### src/assert_macros.svh
// Assertion macros used by the top-level RTL file of the indexed list block.
`ifndef ASSERT_MACROS_SVH
`define ASSERT_MACROS_SVH

`ifndef SYNTHESIS

// Same-cycle implication, sampled on clk, off while rst_n is low.
`define CHECK_IMPL(lbl, ante, cons, msg) \
    lbl: assert property (@(posedge clk) disable iff (!rst_n) (ante) |-> (cons)) \
        else $error(msg);

// Next-cycle implication, sampled on clk, off while rst_n is low.
`define CHECK_NEXT(lbl, ante, cons, msg) \
    lbl: assert property (@(posedge clk) disable iff (!rst_n) (ante) |=> (cons)) \
        else $error(msg);

`else

`define CHECK_IMPL(lbl, ante, cons, msg)
`define CHECK_NEXT(lbl, ante, cons, msg)

`endif

`endif

### src/ilws_pkg.sv
// Types, constants and codes shared by the indexed list block.
package ilws_pkg;

    localparam int DEPTH       = 64;
    localparam int VALUE_WIDTH = 32;
    localparam int IDX_W       = 7;
    localparam int CNT_W       = IDX_W;
    localparam int ADDR_W      = $clog2(DEPTH);

    typedef enum logic [1:0] {
        OP_INSERT = 2'd0,
        OP_REMOVE = 2'd1,
        OP_GET    = 2'd2,
        OP_SET    = 2'd3
    } op_t;

    typedef enum logic [1:0] {
        ST_OK    = 2'd0,
        ST_RANGE = 2'd1,
        ST_FULL  = 2'd2
    } status_t;

    typedef struct packed {
        op_t                    op;
        logic [IDX_W-1:0]       index;
        logic [VALUE_WIDTH-1:0] value;
    } item_t;

    typedef struct packed {
        logic [VALUE_WIDTH-1:0] data;
        status_t                status;
        logic [CNT_W-1:0]       count;
        logic [CNT_W-1:0]       capacity;
    } result_t;

    // Read address sources of the entry memory.
    typedef enum logic [2:0] {
        RD_POS        = 3'd0,
        RD_UP_FIRST   = 3'd1,
        RD_UP         = 3'd2,
        RD_DOWN_FIRST = 3'd3,
        RD_DOWN       = 3'd4
    } rd_sel_t;

    typedef enum logic {
        WR_SHIFT = 1'b0,
        WR_VALUE = 1'b1
    } wr_sel_t;

    typedef enum logic [2:0] {
        PTR_HOLD = 3'd0,
        PTR_USED = 3'd1,
        PTR_POS  = 3'd2,
        PTR_DEC  = 3'd3,
        PTR_INC  = 3'd4
    } ptr_op_t;

    typedef struct packed {
        logic    load;
        logic    rd_en;
        rd_sel_t rd_sel;
        logic    wr_en;
        wr_sel_t wr_sel;
        ptr_op_t ptr_op;
        logic    grab;
        logic    finish;
    } ctl_t;

    typedef struct packed {
        logic err;
        logic put;
        logic remove;
        logic set_over;
        logic up_need;
        logic up_more;
        logic grab_more;
        logic down_more;
    } stat_t;

endpackage

### src/indexed_list_with_shift.sv
// Top level of the indexed list with shift: controller, datapath and checks.
//
// Input channel item (op, index, value) and result channel result (data, status,
// count, capacity) both use valid/stall; an item moves on a clock edge with valid
// high and stall low. One result comes back for every item, in order.
// The list lives in a 64-entry single-port-read, single-port-write memory, so a
// shift moves one entry per cycle, pipelined through the registered read port.
// An error goes from the check straight to the result. Get and set of an existing
// entry read it, and set writes the new value. Insert shifts the entries from index
// up one place, then writes the value; remove shifts the entries above index down.
// The block takes one item at a time; item_stall is high from acceptance until the
// result is loaded. The result register holds a finished result while the receiver
// stalls; the next item is accepted meanwhile and waits in its last step until the
// register frees. Reset (rst_n low, asynchronous) empties the list and sets the
// capacity to 1; memory contents need no clearing.
module indexed_list_with_shift (
    input  logic              clk,
    input  logic              rst_n,
    input  logic              item_valid,
    output logic              item_stall,
    input  ilws_pkg::item_t   item,
    output logic              result_valid,
    input  logic              result_stall,
    output ilws_pkg::result_t result
);
    import ilws_pkg::*;

`include "assert_macros.svh"

    ctl_t  ctl;
    stat_t stat;

    ilws_ctrl u_ctrl (
        .clk          (clk),
        .rst_n        (rst_n),
        .item_valid   (item_valid),
        .result_stall (result_stall),
        .stat         (stat),
        .ctl          (ctl),
        .item_stall   (item_stall),
        .result_valid (result_valid)
    );

    ilws_dp u_dp (
        .clk    (clk),
        .rst_n  (rst_n),
        .item   (item),
        .ctl    (ctl),
        .stat   (stat),
        .result (result)
    );

    `CHECK_NEXT(busy_after_accept, item_valid && !item_stall, item_stall, "accepted item did not make the block busy")
    `CHECK_IMPL(finish_needs_room, ctl.finish, !result_valid || !result_stall, "result loaded over a stalled result")
    `CHECK_IMPL(capacity_bound, result_valid, (result.count <= result.capacity) && $onehot(result.capacity), "capacity is not a power of two at or above count")

endmodule

### src/ilws_dp.sv
// Datapath of the indexed list: entry memory, item and count registers, result register.
module ilws_dp (
    input  logic             clk,
    input  logic             rst_n,
    input  ilws_pkg::item_t  item,
    input  ilws_pkg::ctl_t   ctl,
    output ilws_pkg::stat_t  stat,
    output ilws_pkg::result_t result
);
    import ilws_pkg::*;

    logic [VALUE_WIDTH-1:0] entries_mem [DEPTH];
    logic [VALUE_WIDTH-1:0] rd_data_reg;

    item_t                  item_reg;
    logic [VALUE_WIDTH-1:0] data_reg;
    logic [CNT_W-1:0]       ptr_reg;
    logic [CNT_W-1:0]       ptr_next;
    logic [CNT_W-1:0]       used_reg;
    logic [CNT_W-1:0]       used_next;
    logic [CNT_W-1:0]       room_reg;
    logic [CNT_W-1:0]       room_next;
    result_t                result_reg;

    logic [IDX_W-1:0]       pos;
    logic                   full;
    status_t                status;
    logic [CNT_W-1:0]       rd_full;
    logic [ADDR_W-1:0]      rd_addr;
    logic [ADDR_W-1:0]      wr_addr;
    logic [VALUE_WIDTH-1:0] wr_data;

    // Halve the capacity while the count is below a quarter of it; an empty list gets 1.
    function automatic logic [CNT_W-1:0] settle_room(input logic [CNT_W-1:0] room,
                                                     input logic [CNT_W-1:0] cnt);
        logic [CNT_W-1:0] r;
        r = room;
        if (cnt == '0)
        begin
            r = CNT_W'(1);
        end
        else
        begin
            for (int i = 0; i < CNT_W; i++)
            begin
                if (r != CNT_W'(1) && cnt < (r >> 2))
                begin
                    r = r >> 1;
                end
            end
        end
        return r;
    endfunction

    assign pos  = item_reg.index;
    assign full = (used_reg == CNT_W'(DEPTH));

    always_comb
    begin
        status = ST_OK;
        case (item_reg.op) inside
            OP_INSERT:
            begin
                if (pos > used_reg)
                begin
                    status = ST_RANGE;
                end
                else if (full)
                begin
                    status = ST_FULL;
                end
            end
            OP_REMOVE, OP_GET:
            begin
                if (pos >= used_reg)
                begin
                    status = ST_RANGE;
                end
            end
            default:
            begin
                if (pos > used_reg)
                begin
                    status = ST_RANGE;
                end
                else if (pos == used_reg && full)
                begin
                    status = ST_FULL;
                end
            end
        endcase
    end

    always_comb
    begin
        stat.err       = (status != ST_OK);
        stat.put       = (status == ST_OK) && ((item_reg.op == OP_INSERT) ||
                         (item_reg.op == OP_SET && pos == used_reg));
        stat.remove    = (status == ST_OK) && (item_reg.op == OP_REMOVE);
        stat.set_over  = (status == ST_OK) && (item_reg.op == OP_SET) && (pos < used_reg);
        stat.up_need   = (used_reg > pos);
        stat.up_more   = ((ptr_reg - CNT_W'(1)) > pos);
        stat.grab_more = ((ptr_reg + CNT_W'(1)) < used_reg);
        stat.down_more = ((ptr_reg + CNT_W'(2)) < used_reg);
    end

    always_comb
    begin
        case (ctl.rd_sel)
            RD_POS:        rd_full = pos;
            RD_UP_FIRST:   rd_full = used_reg - CNT_W'(1);
            RD_UP:         rd_full = ptr_reg - CNT_W'(2);
            RD_DOWN_FIRST: rd_full = ptr_reg + CNT_W'(1);
            RD_DOWN:       rd_full = ptr_reg + CNT_W'(2);
            default:       rd_full = pos;
        endcase
    end

    assign rd_addr = rd_full[ADDR_W-1:0];
    assign wr_addr = (ctl.wr_sel == WR_VALUE) ? pos[ADDR_W-1:0] : ptr_reg[ADDR_W-1:0];
    assign wr_data = (ctl.wr_sel == WR_VALUE) ? item_reg.value : rd_data_reg;

    always_comb
    begin
        case (ctl.ptr_op)
            PTR_USED: ptr_next = used_reg;
            PTR_POS:  ptr_next = pos;
            PTR_DEC:  ptr_next = ptr_reg - CNT_W'(1);
            PTR_INC:  ptr_next = ptr_reg + CNT_W'(1);
            default:  ptr_next = ptr_reg;
        endcase
    end

    always_comb
    begin
        used_next = used_reg;
        room_next = room_reg;
        if (stat.put)
        begin
            used_next = used_reg + CNT_W'(1);
            room_next = (used_reg == room_reg) ? (room_reg << 1) : room_reg;
        end
        else if (stat.remove)
        begin
            used_next = used_reg - CNT_W'(1);
            room_next = settle_room(room_reg, used_reg - CNT_W'(1));
        end
    end

    always_ff @(posedge clk)
    begin
        if (ctl.wr_en)
        begin
            entries_mem[wr_addr] <= wr_data;
        end
        if (ctl.rd_en)
        begin
            rd_data_reg <= entries_mem[rd_addr];
        end
    end

    always_ff @(posedge clk)
    begin
        ptr_reg <= ptr_next;
        if (ctl.load)
        begin
            item_reg <= item;
            data_reg <= '0;
        end
        else if (ctl.grab)
        begin
            data_reg <= rd_data_reg;
        end
        if (ctl.finish)
        begin
            result_reg.data     <= data_reg;
            result_reg.status   <= status;
            result_reg.count    <= used_next;
            result_reg.capacity <= room_next;
        end
    end

    always_ff @(posedge clk or negedge rst_n)
    begin
        if (!rst_n)
        begin
            used_reg <= '0;
            room_reg <= CNT_W'(1);
        end
        else if (ctl.finish)
        begin
            used_reg <= used_next;
            room_reg <= room_next;
        end
    end

    assign result = result_reg;

endmodule

### src/ilws_ctrl.sv
// Controller of the indexed list: sequences checks, memory moves and result hand-off.
module ilws_ctrl (
    input  logic            clk,
    input  logic            rst_n,
    input  logic            item_valid,
    input  logic            result_stall,
    input  ilws_pkg::stat_t stat,
    output ilws_pkg::ctl_t  ctl,
    output logic            item_stall,
    output logic            result_valid
);
    import ilws_pkg::*;

    typedef enum logic [2:0] {
        S_IDLE,
        S_CHECK,
        S_UP,
        S_PUT,
        S_GRAB,
        S_DOWN,
        S_DONE
    } state_t;

    state_t state_reg;
    state_t state_next;
    logic   result_valid_reg;
    logic   out_free;

    assign out_free = !result_valid_reg || !result_stall;

    always_comb
    begin
        state_next = state_reg;
        ctl        = '{load: 1'b0, rd_en: 1'b0, rd_sel: RD_POS, wr_en: 1'b0,
                       wr_sel: WR_SHIFT, ptr_op: PTR_HOLD, grab: 1'b0, finish: 1'b0};
        unique case (state_reg)
            S_IDLE:
            begin
                if (item_valid)
                begin
                    ctl.load   = 1'b1;
                    state_next = S_CHECK;
                end
            end
            S_CHECK:
            begin
                if (stat.err)
                begin
                    state_next = S_DONE;
                end
                else if (stat.put)
                begin
                    if (stat.up_need)
                    begin
                        ctl.rd_en  = 1'b1;
                        ctl.rd_sel = RD_UP_FIRST;
                        ctl.ptr_op = PTR_USED;
                        state_next = S_UP;
                    end
                    else
                    begin
                        state_next = S_PUT;
                    end
                end
                else
                begin
                    ctl.rd_en  = 1'b1;
                    ctl.rd_sel = RD_POS;
                    ctl.ptr_op = PTR_POS;
                    state_next = S_GRAB;
                end
            end
            S_UP:
            begin
                // Write the word read last cycle one place up, and fetch the next lower one.
                ctl.wr_en  = 1'b1;
                ctl.wr_sel = WR_SHIFT;
                ctl.ptr_op = PTR_DEC;
                if (stat.up_more)
                begin
                    ctl.rd_en  = 1'b1;
                    ctl.rd_sel = RD_UP;
                end
                else
                begin
                    state_next = S_PUT;
                end
            end
            S_PUT:
            begin
                ctl.wr_en  = 1'b1;
                ctl.wr_sel = WR_VALUE;
                state_next = S_DONE;
            end
            S_GRAB:
            begin
                ctl.grab   = 1'b1;
                state_next = S_DONE;
                if (stat.remove && stat.grab_more)
                begin
                    ctl.rd_en  = 1'b1;
                    ctl.rd_sel = RD_DOWN_FIRST;
                    state_next = S_DOWN;
                end
                else if (stat.set_over)
                begin
                    ctl.wr_en  = 1'b1;
                    ctl.wr_sel = WR_VALUE;
                end
            end
            S_DOWN:
            begin
                ctl.wr_en  = 1'b1;
                ctl.wr_sel = WR_SHIFT;
                ctl.ptr_op = PTR_INC;
                if (stat.down_more)
                begin
                    ctl.rd_en  = 1'b1;
                    ctl.rd_sel = RD_DOWN;
                end
                else
                begin
                    state_next = S_DONE;
                end
            end
            S_DONE:
            begin
                if (out_free)
                begin
                    ctl.finish = 1'b1;
                    state_next = S_IDLE;
                end
            end
            default:
            begin
                state_next = S_IDLE;
            end
        endcase
    end

    always_ff @(posedge clk or negedge rst_n)
    begin
        if (!rst_n)
        begin
            state_reg        <= S_IDLE;
            result_valid_reg <= 1'b0;
        end
        else
        begin
            state_reg <= state_next;
            if (ctl.finish)
            begin
                result_valid_reg <= 1'b1;
            end
            else if (!result_stall)
            begin
                result_valid_reg <= 1'b0;
            end
        end
    end

    assign item_stall   = (state_reg != S_IDLE);
    assign result_valid = result_valid_reg;

endmodule
### config.mk
export PLATFORM = sky130hd
export DESIGN_NAME = indexed_list_with_shift
export DESIGN_NICKNAME = d
export VERILOG_FILES = /design/src/ilws_pkg.sv /design/src/indexed_list_with_shift.sv /design/src/ilws_dp.sv /design/src/ilws_ctrl.sv
export VERILOG_INCLUDE_DIRS = /design/src /design/src/src
export SDC_FILE = /design/constraint.sdc
export NUM_CORES = 2
export LEC_CHECK = 0
export BUFFER_PORTS_ARGS = -buffer_cell sky130_fd_sc_hd__buf_2
export CAP_MARGIN = 10
export CORE_ASPECT_RATIO = 2
export CORE_MARGIN = 4
export CORE_UTILIZATION = 50
export CTS_CLUSTER_SIZE = 16
export DETAILED_ROUTE_END_ITERATION = 10
export PLACE_DENSITY = 0.65
export SETUP_SLACK_MARGIN = 0.3
export SLEW_MARGIN = 20
export SYNTH_ARGS = -nofsm -noshare
export SYNTH_HDL_FRONTEND = slang
export SYNTH_HIERARCHICAL = 1
export SYNTH_SLANG_ARGS = --single-unit
### constraint.sdc
create_clock -name clk -period 21.7 [get_ports clk]
set_input_delay 2.17 -clock clk [delete_from_list [all_inputs] [get_ports clk]]
set_output_delay 2.17 -clock clk [all_outputs]
set_load 0.005 [all_outputs]
Word level (Yosys, flattened, before mapping)
Memory sizes are Yosys's and may differ from the RTL's. A register that Yosys moved wholly into a read port is not among the register bits.
Cells that the tools add are included.

word-level totals
  output and inout port bits = 50
  bits in registers = 146
  memories kept = 1
  memory bits (writable) = 2048

memory list
  memory            depth  width  read ports  clocked after memory_dff  write ports  RTL line       source
  u_dp.entries_mem  64     32     1           1                         1            ilws_dp.sv:12  logic [VALUE_WIDTH-1:0] entries_mem [DEPTH];

cells by class
  $add $sub $neg = 6
  magnitude comparators = 14
  equality and inequality tests = 32
  reduce and logical (&&, ||, !) cells = 28
  multiplexer cells = 74

operator list
  cell                   number
  $mux W7                31
  $lt A7 B5 Y1           7
  $ne A7 B1 Y1 const B   7
  $mux W32               1
  $pmux W7 S4            1
  $mux W4                6
  $pmux W6 S4            1
  $gt A7 B7 Y1           3
  $lt A7 B7 Y1           3
  $mux W3                7
  $pmux W3 S7            1
  $mux W2                10
  $eq A3 B2 Y1 const B   6
  $pmux W4 S4            1
  $eq A3 B3 Y1 const B   5
  $add A7 B1 Y7 const B  2
  $eq A7 B7 Y1           2
  $logic_and A1 B1 Y1    14
  $sub A7 B1 Y7 const B  2
  $mux W1                12
  $eq A3 B1 Y1 const B   3
  $pmux W3 S3            1
  $add A7 B2 Y7 const B  1
  $eq A7 B7 Y1 const B   1
  other kinds (18)       26

Depth between registers and ports, before layout
  depth in word-level cells = 46
  depth in mapped cells = 60

By module
The synthesis kept the hierarchy.

by module, submodules not included
  module     cells an instance  area each (µm²)  sequential area each (µm²)  times used
  ilws_dp    4438               89050.4          66334.9                     1
  ilws_ctrl  73                 488.0            100.1                       1

Worst setup path before layout
OpenSTA, ideal clock, no wires.

  path kind = flip-flop to flip-flop
  start point = register u_dp.used_reg[0]
  end point = register u_dp.result_reg, in the netlist u_dp/result[4] (data pin)
  path buffers = 6
  clock period less this slack = 11.744 ns
  required time = 21.567 ns
  data arrival time = 11.612 ns
  stages on the path, launching flop included = 59
  setup slack = 9.956 ns
  path through = dfrtp_1 -> buf_6 -> clkinv_1 -> ha_1 -> xnor2_1 -> inv_1 -> buf_1 -> ha_1 -> a21oi_1 -> o21ai_1 -> a31o_1 -> buf_2 -> nor4_2 -> a21oi_1 -> ha_1 -> nand4_1 -> a311o_1 -> clkbuf_2 -> [... 23 more ...] -> nor2_1 -> a21oi_1 -> ha_1 -> or2_2 -> o41ai_4 -> a21o_1 -> nand2_2 -> clkbuf_1 -> nand2_1 -> o21ai_0 -> ha_1 -> inv_1 -> o221a_2 -> o22ai_1 -> a21oi_4 -> or4_1 -> o211ai_1 -> a221o_1

between the ends
  longest elaborated chain between the ends = 43
  elaborated cells on any way between the ends = 69
  classes of those cells = add/sub (1); order compare (9); eq/ne (9); mux (36); reduce/logical (14)

ends and longest elaborated chain
  what                                          RTL line        source
  from (decl)                                   ilws_dp.sv:19   logic [CNT_W-1:0] used_reg;
  from (signal assigned)                        ilws_dp.sv:192  used_reg <= used_next;
  $sub A7 B1 Y7                                 n/a
  $lt A7 B5 Y1                                  ilws_dp.sv:46   if (r != CNT_W'(1) && cnt < (r >> 2))
  $logic_and A1 B1 Y1                           ilws_dp.sv:46
  $mux W7                                       ilws_dp.sv:46
  $mux W7                                       ilws_dp.sv:38   if (cnt == '0)
  $mux W7                                       ilws_dp.sv:143  else if (stat.remove)
  $mux W7                                       ilws_dp.sv:138  if (stat.put)
  $lt A7 B5 Y1 or $ne A7 B1 Y1 (tied branches)  ilws_dp.sv:46
  [... 28 more ...]                             n/a
  $mux W7                                       ilws_dp.sv:138
  $lt A7 B5 Y1 or $ne A7 B1 Y1 (tied branches)  ilws_dp.sv:46
  $logic_and A1 B1 Y1                           ilws_dp.sv:46
  $mux W7                                       ilws_dp.sv:46
  $mux W7                                       ilws_dp.sv:38
  $mux W7                                       ilws_dp.sv:143
  $mux W7 (*)                                   ilws_dp.sv:138
  net u_dp.room_next[4]                         ilws_dp.sv:22   logic [CNT_W-1:0] room_next;
  to (decl)                                     ilws_dp.sv:23   result_t result_reg;

Mark *: on every way through the listed nets, which the timed path passes. The rest lies on a longest branch. The select of a mux whose other input is x is not followed.
A chain may end at the register's enable or synchronous reset.

Worst setup path in the final report
  start point = register u_dp.used_reg[0]
  end point = register u_dp.result_reg, in the netlist u_dp/result[3] (data pin)

The elaborated chain is that of the path after synthesis.

==> metrics.txt <==
Leak a little over 30 nW; first-pass GRT wire length between 300 and 400 mm; Routed Antenna Nets 0; Worst Path Arrival about 16 ns; RSZ-0062 raised after global routing false; final period utilization between 70 and 80%; clock slew at reported path FFs approximately 0.070 ns; CP top delay family compound AO/OA/AOI/OAI gates; Die Area 0.1863 mm2; final WL about 220 mm; Post-CTS Resized 0; largest net degree at the start of global routing 120; Distinct cells, synth 101; Sink Count about 2200; final setup TNS 0 ns; clk_skew ~0.06 ns; Synth area leaders edfxtp_1, mux4_2, mux2i_1; post-synth top area share 72.98%; CP startpoint kind register; Synth Net Count 4610; outcome completed; grt ovf 0; pwr dens around 130 mW/mm2; clk buf depth 4; Least-Margin Pin Slew between 1 and 1.5 ns; Syn-to-layout area delta 11.17%; Routed WL per cell 30.75 um; Hold Crit Class register to register; top_reg_cell synth edfxtp_1; Site Rows between 200 and 250; crit path buf inv count 8; post-CTS setup repair buffer count 0; max_slew headroom roughly 28%; routed via count 44490; Post-synth EDFFs roughly 2200; vias in the first global route between 40000 and 50000; First-pass DRT Iterations 7; Vias per Instance 6.239; fin. max-slew vios 0; GP Congestion 0.8841; CTS root buffer clkbuf_16; MaxCap Viol Count 0; # IOs 95; pre-CTS setup slack roughly 6.4 ns; warnings from Yosys 6; crit path max-delay cell type clkinv_1; synthesized cell area 0.08954 mm2; Crit Path Category register to register; fin worst setup slack 6.224 ns; Detail Placement HPWL 135.2 mm; #FFs+latches synth around 2200; CTS Hold Bufs 0; Most common cell on crit path ha_1; setup violators final 0; CP Data Required Time around 22 ns; Initial Utilization approximately half; detailed-route DRC error count 0; total track usage 23.57%; TritonCTS Buffers 187; Max VDD drop approximately 0.12 mV; fillers 13280; CTS tree built; Max FO, Critical Path 22; Iteration-0 DRC Markers approximately 4200; Max Freq roughly 0.065 GHz; Critical Path End Type register; Largest register FFs approximately 2000; initial antenna violation count 16; Core ar. about 0.18 mm2; chip width roughly 310 um; Clock Latency Late Sink ~0.83 ns; part of the Yosys area used for sequential elements between 70% and 80%; Yosys top cell by area edfxtp_1; post-layout minimum cycle time approximately 15 ns; critical path's largest stage delay a little under 0.6 ns; cells after synthesis 4511; asr flop ratio synth less than 1%; IO Port Bufs 94; die height around 610 um; share of post-route cells with drive strength above 1 between 20% and 30%; mean post-synth cell area 19.85 um2; NumNets Final between 4000 and 5000; htree depth 4; final hold vios 0
==> cell usage in the layout, fill, tap and decap left out, drive strengths merged, types with 6 or more instances in the layout <==
cell	Yosys	final
dfrtp	17	17
ha	54	54
dfxtp	32	32
or3	6	6
inv	41	45
nor4	12	12
and2	12	12
nor2b	144	144
a211oi	232	232
mux4	512	512
a22oi	10	10
o31ai	8	8
a31o	6	6
nor2	170	170
o221ai	7	7
o211ai	12	12
o22ai	17	17
o21ai	42	42
o2111ai	8	8
clkinv	4	66
a21oi	191	191
nor3	34	34
mux2	38	38
a31oi	14	14
xor2	16	16
buf	83	226
a21o	7	7
nand2b	16	16
xnor2	23	23
nand4	8	8
nand2	84	84
diode	0	13
nand3	25	25
edfxtp	2176	2176
bufinv	0	20
clkbuf	180	232
mux2i	190	190
==> per-stage QoR <==
step | utilization (%) | instances | area (um2) | power [W] | hold slack [ns]
final | 55.88 | 7130 | 99540 | 0.01261 | 0.4366
after CTS | 55.82 | 7116 | 99420 | 0.01273 | 0.4369
after detailed placement | 52.51 | 6793 | 93520 | 0.009413 | 0.4219
after global placement | 52.50 | 6793 | 93510 | 0.009360 | 0.4124
after floorplan | - | 4511 | 89540 | 0.008121 | 0.4076
after global routing | 55.88 | 7128 | 99530 | 0.01317 | 0.4412
==> cell usage after synthesis (all sizes together) (5+ instances only) <==
library cell,instances
mux4,512
a21oi,191
o21a,5
nor4,12
a21o,7
a211oi,232
o221ai,7
a21boi,5
and2,12
clkbuf,180
nand2b,16
nor3,34
o22ai,17
mux2,38
nor2,170
buf,83
dfrtp,17
inv,41
or3,6
o2111ai,8
a31oi,14
ha,54
a22oi,10
o31ai,8
nor2b,144
nand4,8
xnor2,23
mux2i,190
xor2,16
nand2,84
nand3,25
dfxtp,32
o21ai,42
o211a,5
edfxtp,2176
a31o,6
or2,5
o211ai,12
==> where the power goes <==
group / switching, W / internal, W
registers: 0.000111 / 0.00524
logic: 0.00243 / 0.00150
clock network: 0.00148 / 0.00185
==> kinds of logic (layout without fill, tap and decap cells) <==
logic type                 count (synthesis)  in the layout  share of synthesized area [%]
adders and majority gates                 56             56                         0.7797
muxes                                    740            740                          15.52
xor gates and xnor gates                  39             39                         0.3899
buffers and inverters                    308            594                          1.375
DFF                                     2226           2226                          74.20
AOI/OAI and AO/OA                        612            612                          4.726
other                                      0             13                              0
and+or+nand+nor                          530            530                          3.011
==> layout make-up <==
cell class / instances / area [um2] / area share [%]
diodes: 13 / 32.53 / 0.03268
clock buffers: 232 / 4932 / 4.955
clock inverters: 91 / 967.2 / 0.9717
inverters: 45 / 168.9 / 0.1697
multi-input cells: 1977 / 22550 / 22.65
flip-flops and latches: 2226 / 66440 / 66.75
well taps: 2320 / 2903 / 2.916
repair buffers: 226 / 1549 / 1.556
==> per-layer routing <==
layer	up-vias	track usage [%]	part of all wire, %
met5	-	0	0
met4	0	9.175	3.9
met3	436	2.677	4.7
met2	1422	43.61	55
met1	23650	28.25	37
li1	18980	-	-
==> final timing paths <==
| path | start | slack, ns | end | cells after the start |
|---|---|---|---|---|
| worst max register to register | u_dp/used_reg[0] | 6.22 | u_dp/result[3] | 53 |
| min in group asynchronous | rst_n | 1.37 | u_dp/used_reg[0] | 1 |
| worst max-delay path | u_dp/used_reg[0] | 6.22 | u_dp/result[3] | 53 |
| worst min-delay path | u_dp/data_reg[12] | 0.44 | u_dp/result[28] | 0 |
| max in group asynchronous | rst_n | 19.89 | u_dp/room_reg[1] | 1 |
| worst min register to register | u_dp/data_reg[12] | 0.44 | u_dp/result[28] | 0 |
==> worst reg2reg max path, delay by kind of cell (launching register included) <==
family          cells  cell delay (ns)
buf+inv             8             1.66
fa+ha+maj           8             2.87
mux                 2             0.22
simple gates       12             2.86
flops               1             0.32
xor+xnor            1             0.51
compound gates     22             6.77
No activity file was read; power rests on OpenSTA's default activity.
